### config.mk
export PLATFORM = sky130hd
export DESIGN_NAME = bdch_lane
export DESIGN_NICKNAME = d
export VERILOG_FILES = /design/src/hdl/bdch_pkg.sv /design/src/hdl/bdch_lane.sv
export SDC_FILE = /design/constraint.sdc
export NUM_CORES = 1
export LEC_CHECK = 0
export BUFFER_PORTS_ARGS = -buffer_cell sky130_fd_sc_hd__buf_2
export CORE_MARGIN = 1.5
export CORE_UTILIZATION = 58
export DETAILED_ROUTE_END_ITERATION = 6
export MAX_ROUTING_LAYER = met4
export PLACE_DENSITY = 0.83
export SLEW_MARGIN = 20
export SYNTH_ARGS = -nofsm -noshare
export SYNTH_HDL_FRONTEND = slang
export SYNTH_SLANG_ARGS = --single-unit
### constraint.sdc
create_clock -name clk -period 4.8 [get_ports clk]
set_input_delay 0 -clock clk [delete_from_list [all_inputs] [get_ports clk]]
set_output_delay 0 -clock clk [all_outputs]
set_load 0.02 [all_outputs]
### src/hdl/bdch_pkg.sv
`default_nettype none
package bdch_pkg;

	localparam int FUNC_W  = 2;
	localparam int TIME_W  = 32;
	localparam int RAW_W   = 4;
	localparam int BTN_W   = 2;
	localparam int DELAY_W = 15;
	localparam int CFG_W   = 16;
	localparam int MASK_W  = 4;
	localparam int APB_AW  = 3;
	localparam int APB_DW  = 32;

	localparam logic [CFG_W-1:0] DEBOUNCE_RESET = CFG_W'(50);
	localparam logic [CFG_W-1:0] CLICK_RESET    = CFG_W'(300);

	typedef enum logic [FUNC_W-1:0] {
		FUNC_POLL  = 2'd0,
		FUNC_HOLD  = 2'd1,
		FUNC_CLICK = 2'd2
	} func_t;

	// register index as seen in paddr[2]
	typedef enum logic {
		REG_DEBOUNCE = 1'b0,
		REG_CLICK    = 1'b1
	} reg_idx_t;

	typedef struct packed {
		logic do_poll;
		logic do_hold;
		logic do_click;
	} lane_cmd_t;

	typedef struct packed {
		logic level;
		logic held;
		logic clicked;
	} lane_res_t;

	typedef struct packed {
		logic [MASK_W-1:0] pressed_mask;
		logic              held;
		logic              clicked;
	} result_t;

endpackage
`default_nettype wire

### src/hdl/bdch_lane.sv
`default_nettype none
module bdch_lane
	import bdch_pkg::*;
(
	input  wire logic               clk,
	input  wire logic               arst_n,
	input  wire lane_cmd_t          cmd,
	input  wire logic [TIME_W-1:0]  now_ms,
	input  wire logic               level_in,
	input  wire logic [DELAY_W-1:0] hold_delay_ms,
	input  wire logic [CFG_W-1:0]   debounce_min_ms,
	input  wire logic [CFG_W-1:0]   click_max_ms,
	output lane_res_t               res
);

	logic              stable_q;
	logic [TIME_W-1:0] change_time_q;
	logic              pending_q;
	logic              locked_q;

	logic [TIME_W-1:0] elapsed;
	logic              debounce_over;
	logic              click_short;
	logic              hold_over;
	logic              change;
	logic              hold_fire;
	logic              click_fire;

	// elapsed time wraps modulo 2^32
	assign elapsed       = now_ms - change_time_q;
	assign debounce_over = elapsed > TIME_W'(debounce_min_ms);
	assign click_short   = elapsed < TIME_W'(click_max_ms);
	assign hold_over     = elapsed > TIME_W'(hold_delay_ms);

	assign change     = cmd.do_poll && (level_in != stable_q) && debounce_over;
	assign hold_fire  = cmd.do_hold && hold_over && stable_q && !locked_q;
	assign click_fire = cmd.do_click && pending_q && !locked_q;

	always_ff @(posedge clk or negedge arst_n) begin
		if (!arst_n) begin
			stable_q      <= 1'b0;
			change_time_q <= '0;
			pending_q     <= 1'b0;
			locked_q      <= 1'b0;
		end else begin
			if (change) begin
				stable_q      <= level_in;
				change_time_q <= now_ms;
				if (!level_in) begin
					locked_q <= 1'b0;
					if (click_short) begin
						pending_q <= 1'b1;
					end
				end else begin
					pending_q <= 1'b0;
				end
			end
			if (hold_fire) begin
				locked_q <= 1'b1;
			end
			if (click_fire) begin
				pending_q <= 1'b0;
			end
		end
	end

	// level after the step
	assign res.level   = change ? level_in : stable_q;
	assign res.held    = hold_fire;
	assign res.clicked = click_fire;

endmodule
`default_nettype wire

Yosys cells after proc, flatten, opt, wreduce, memory -nomap -nowiden
Cells that the tools add are included.
{ "word_totals": {"register_bits": 35, "output_inout_bits": 3, "word_cells": 31} }
{ "op_classes": {"n_addsub": 1, "n_lt_le_gt_ge": 3, "n_eq_ne": 2, "mux": 8, "n_reduce_logical": 13} }
{ "op_table": {"columns": ["op", "count"], "rows": [
  ["32-bit by 15-bit greater-than comparator with 1-bit output", 1],
  ["32-bit by 16-bit greater-than comparator with 1-bit output", 1],
  ["32-bit by 16-bit < comparator with 1-bit output", 1],
  ["32-bit subtractor", 1],
  ["1-bit two-way mux", 8],
  ["1-bit logical AND", 7],
  ["2-bit AND reduction", 2],
  ["2-bit nonzero test", 2],
  ["3-bit nonzero test", 1],
  ["2-bit by 1-bit != test with 1-bit output, second input constant", 1],
  ["1-bit zero test", 1],
  ["1-bit != test", 1]
]} }

Logic depth before layout (Yosys ltp)
{ "logic_depth": {"word_depth": 7, "mapped_depth": 24, "ltp_nobuf": 23} }

Least setup slack after synthesis
No wires, ideal clock.
{ "synth_path": {"path_kind": "register to register", "start": "register change_time_q[0]", "end": "register change_time_q[10]", "setup_ns": 0.125, "t_arrival_ns": 4.074, "path_slack_ns": 0.601, "path_stages_with_launch": 23, "path_buffers": 1, "synth_period_minus_slack_ns": 4.199, "path_cell_list": "dfrtp_1 -> ha_1 -> fa_1 -> nand2b_1 -> a21oi_2 -> o21a_1 -> o21ai_0 -> nand2_1 -> nand2_1 -> o21ai_0 -> xor2_1 -> ha_1 -> a21o_1 -> a21oi_1 -> nor2b_1 -> o21ai_0 -> a21oi_1 -> a211oi_1 -> a21oi_1 -> nor4_2 -> nand3b_4 -> buf_12 -> mux2_4"} }
{ "synth_between": {"elab_chain_len": 3} }
{ "synth_lines": {"columns": ["element", "line", "text"], "rows": [
  ["from (decl)", "bdch_lane.sv:17", "logic [TIME_W-1:0] change_time_q;"],
  ["from (signal assigned)", "bdch_lane.sv:48", "change_time_q <= now_ms;"],
  ["32-bit subtractor", "bdch_lane.sv:30", "assign elapsed = now_ms - change_time_q;"],
  ["32-bit by 16-bit greater-than comparator with 1-bit output", "bdch_lane.sv:31", "assign debounce_over = elapsed > TIME_W'(debounce_min_ms);"],
  ["1-bit logical AND", "bdch_lane.sv:35", "assign change = cmd.do_poll && (level_in != stable_q) && debounce_over;"]
]} }
No other way between the ends.
A chain may end at the register's enable or synchronous reset.

==> results.toml <==
[run_status]
outcome = "completed"

[routing]
routed-via-count = 4718
drc = 0
avgViaCountPerCell = 5.91
first_pass_iters = 5
drt_iter0_drc = 345
wl_per_cell_um = 16.1
routed_wl_um = 12800
ant_nets = 0

[grt]
grt_pass1_wl_um = 19900
grt_overflow = 0
grt_pass1_vias = 4435
track_usage_pct = 28.9
grt_max_degree = 36
antenna_found_initial = 0

[floorplan]
die_w_um = 93.3
die-height_um = 93.3
io-pin-count = 88
core_area_um2 = 7810
dieArea_um2 = 8710
rows = 32
start_util_pct = 60.6

[sta]
period_needed_ps = 4610
finalWorstSetupSlack_ps = 188
period_share_pct = 96.1
finalSetupViolations = 0
worst_slew_pin_slew_ps = 801
skew_ps = 8.40
maxSlewHeadroom_pct = 46.6
finalHoldViolCount = 0
drv_slew = 0
timing.hold.ws_ps = 46.7
fmax_mhz = 217

[finish]
stdcell_count = 798
final_core_util_pct = 75.1
final_cell_mix = "87 x buf_2, 86 x inv_1, 75 x ha_1, 44 x a21oi_1, 43 x nand2_1"
drive_gt1_share_pct = 25.3
num_antenna_cells = 0
fillers = 575
fin_nets = 858
final_common_cell = "buf_2"
synthToLayoutAreaGrowth_pct = 23.9

[worst_setup_path]
crit_family = "compound AO/OA/AOI/OAI gates"
cp_slowest_cell = "dfrtp_1"
r2r_start = "change_time_q[0]"
r2r_end = "change_time_q[19]"
max_stage_delay_ps = 390
worst-path-buf-inv = 2
critPathRequiredTime_ps = 4800
worst-r2r-cell-count = 22
r2r_setup_slack_ps = 200
cp-start-kind = "register"
path_cells = "ha_2 -> fa_2 -> nand2b_4 -> a21oi_4 -> o21a_1 -> o21ai_0 -> nand2_1 -> nand2_1 -> o21ai_2 -> xor2_2 -> ha_1 -> a21o_1 -> a21oi_1 -> nor2b_1 -> o21ai_1 -> a21oi_2 -> a211oi_2 -> a21oi_2 -> nor4_2 -> buf_4 -> nor2b_1 -> mux2_2 -> buf_2"
critical_path_arrival_ps = 4610
end_kind = "output port"
crit_path_max_fanout = 3
critical_path_class = "reg -> out"

[place]
place.gp.congestion = 0.908
dp_hpwl_um = 9450
dp.cells = 746
io_buffers = 87
dp_slack_ps = -30.5

[clock_tree]
cts_sinks = 35
clockRootBuffer = "clkbuf_8"
clk_latency_ps = 290
htreeDepth = 2
cts_tree = "built"
path_clk_slew_ps = 80
cts_made_buffers = 5
clockBufferDepth = 2

[logic_synthesis]
syn-num-nets = 727
synth.area.top_cells = "ha_1 20%, dfrtp_1 19%, mux2_4 9.2%, inv_1 6.8%, a21oi_1 5.1%"
synthArstFlopShare_pct = 100
synth_cell_type_count = 65
syn-mean-instance-area_um2 = 8.39
synthCells = 564
yosysTopAreaCell = "ha_1"
ys_seq_area_share_pct = 18.5
netlist_area_um2 = 4730
synth_ff_type = "dfrtp_1"
synth_edf_count = 0
yosysWarnings = 0
synth_top_area_share_pct = 20.4
ys_ff_latch = 35

[pwr]
power_frac_comb_pct = 70.9
clock_power_share_pct = 11.9
p_sw_share_pct = 46.0
p_seq_share_pct = 17.2
vdd_ir_drop_max_v = 0.000250
powerDensity_nw_per_um2 = 407
p_leak_nw = 3.14
switching_power_mw = 1.10
p_int_mw = 1.29

[min_path]
worst_hold_path.endpoint = "locked_q"
hold_class = "in -> reg"
hp-start = "cmd[1]"
hold_depth = 3

[run]
drv_cap = 0
-- metal layers --
metal / share of wire (%) / track usage (%) / up-vias
li1: - / - / 2282
met1: 44 / 36.7 / 2187
met2: 47 / 49.5 / 222
met3: 6.6 / 2.93 / 27
met4: 2.0 / 6.44 / 0
met5: 0 / - / -
-- worst max path at each step --
stage                                start  slack [ps]           endpoint  depth (start not counted)
after global placement    change_time_q[0]         240  change_time_q[11]                         22
after detailed placement  change_time_q[0]         -30  change_time_q[15]                         22
after global routing      change_time_q[3]        -100             res[2]                         25
after floorplan           change_time_q[0]         600  change_time_q[10]                         22
after CTS                 change_time_q[0]          60  change_time_q[14]                         22
final                     change_time_q[0]         190             res[2]                         23
-- registers in the layout, indices dropped and copies added (netlist names) --
register,count
locked_q,1
pending_q,1
stable_q,1
change_time_q,32
-- layout make-up --
type                       instances  area, µm²  share of cell area (%)
sequential                        35        876                    14.9
inverter                          86        323                    5.51
timing repair buffer             135        938                    16.0
multi-input combinational        432       3480                    59.4
tap                              102        128                    2.18
clock inverter                     2       35.0                   0.598
clock buffer                       6       82.6                    1.41
-- cell usage after synthesis, drive strengths merged, types with 4 or more instances --
cell / count
and3: 6
dfrtp: 35
xnor2: 10
nand3: 13
a211oi: 10
and4: 4
or3: 4
nor4: 6
nand3b: 4
o2111ai: 5
nor3: 7
o21bai: 5
xor2: 8
o21ai: 34
nand4: 9
nand2: 43
ha: 77
o21a: 5
nor2: 29
a21oi: 50
buf: 11
nor2b: 8
a21o: 16
mux2: 33
nand2b: 8
inv: 86
-- metrics by stage --
stage	setup TNS (ps)	total power [mW]	area (µm²)
5_1_grt	-1470	2.60	5860
4_1_cts	0	2.28	5690
3_5_place_dp	-388	1.96	5230
3_3_place_gp	0	1.90	5230
2_1_floorplan	0	1.59	4730
6_report	0	2.39	5860
-- power by group through the flow --
stage	logic (mW)	registers (mW)	clock network (mW)
detailed placement	1.54	0.413	0
floorplan	1.19	0.399	0
CTS	1.58	0.409	0.290
finish	1.69	0.411	0.285
global placement	1.49	0.410	0
global route	1.88	0.420	0.302
-- cell families after synthesis --
| kind of cell | after synthesis | share of synthesized area, % |
|---|---|---|
| simple gates | 149 | 16.5 |
| compound gates | 152 | 21.0 |
| mux | 35 | 10.6 |
| flops | 35 | 18.5 |
| xor+xnor | 18 | 3.33 |
| fa+ha+maj | 78 | 20.8 |
| buf+inv | 97 | 9.34 |
-- worst min-delay path, stage by stage --
cell and delay, ps:
buf_2 100, nand3b_1 90, o21ai_0 100
-- timing repair --
| action | in CTS | in global routing |
|---|---|---|
| pin swaps | 0 | 11 |
| hold buffers | 33 | 0 |
| setup endpoints to repair | 26 | 33 |
| resized for setup | 1 | 15 |
| hold endpoints to repair | 67 | 0 |
| cloned | 0 | 2 |
| buffers inserted | 1 | 8 |
Note: power is estimated with default switching activity, not from simulation.
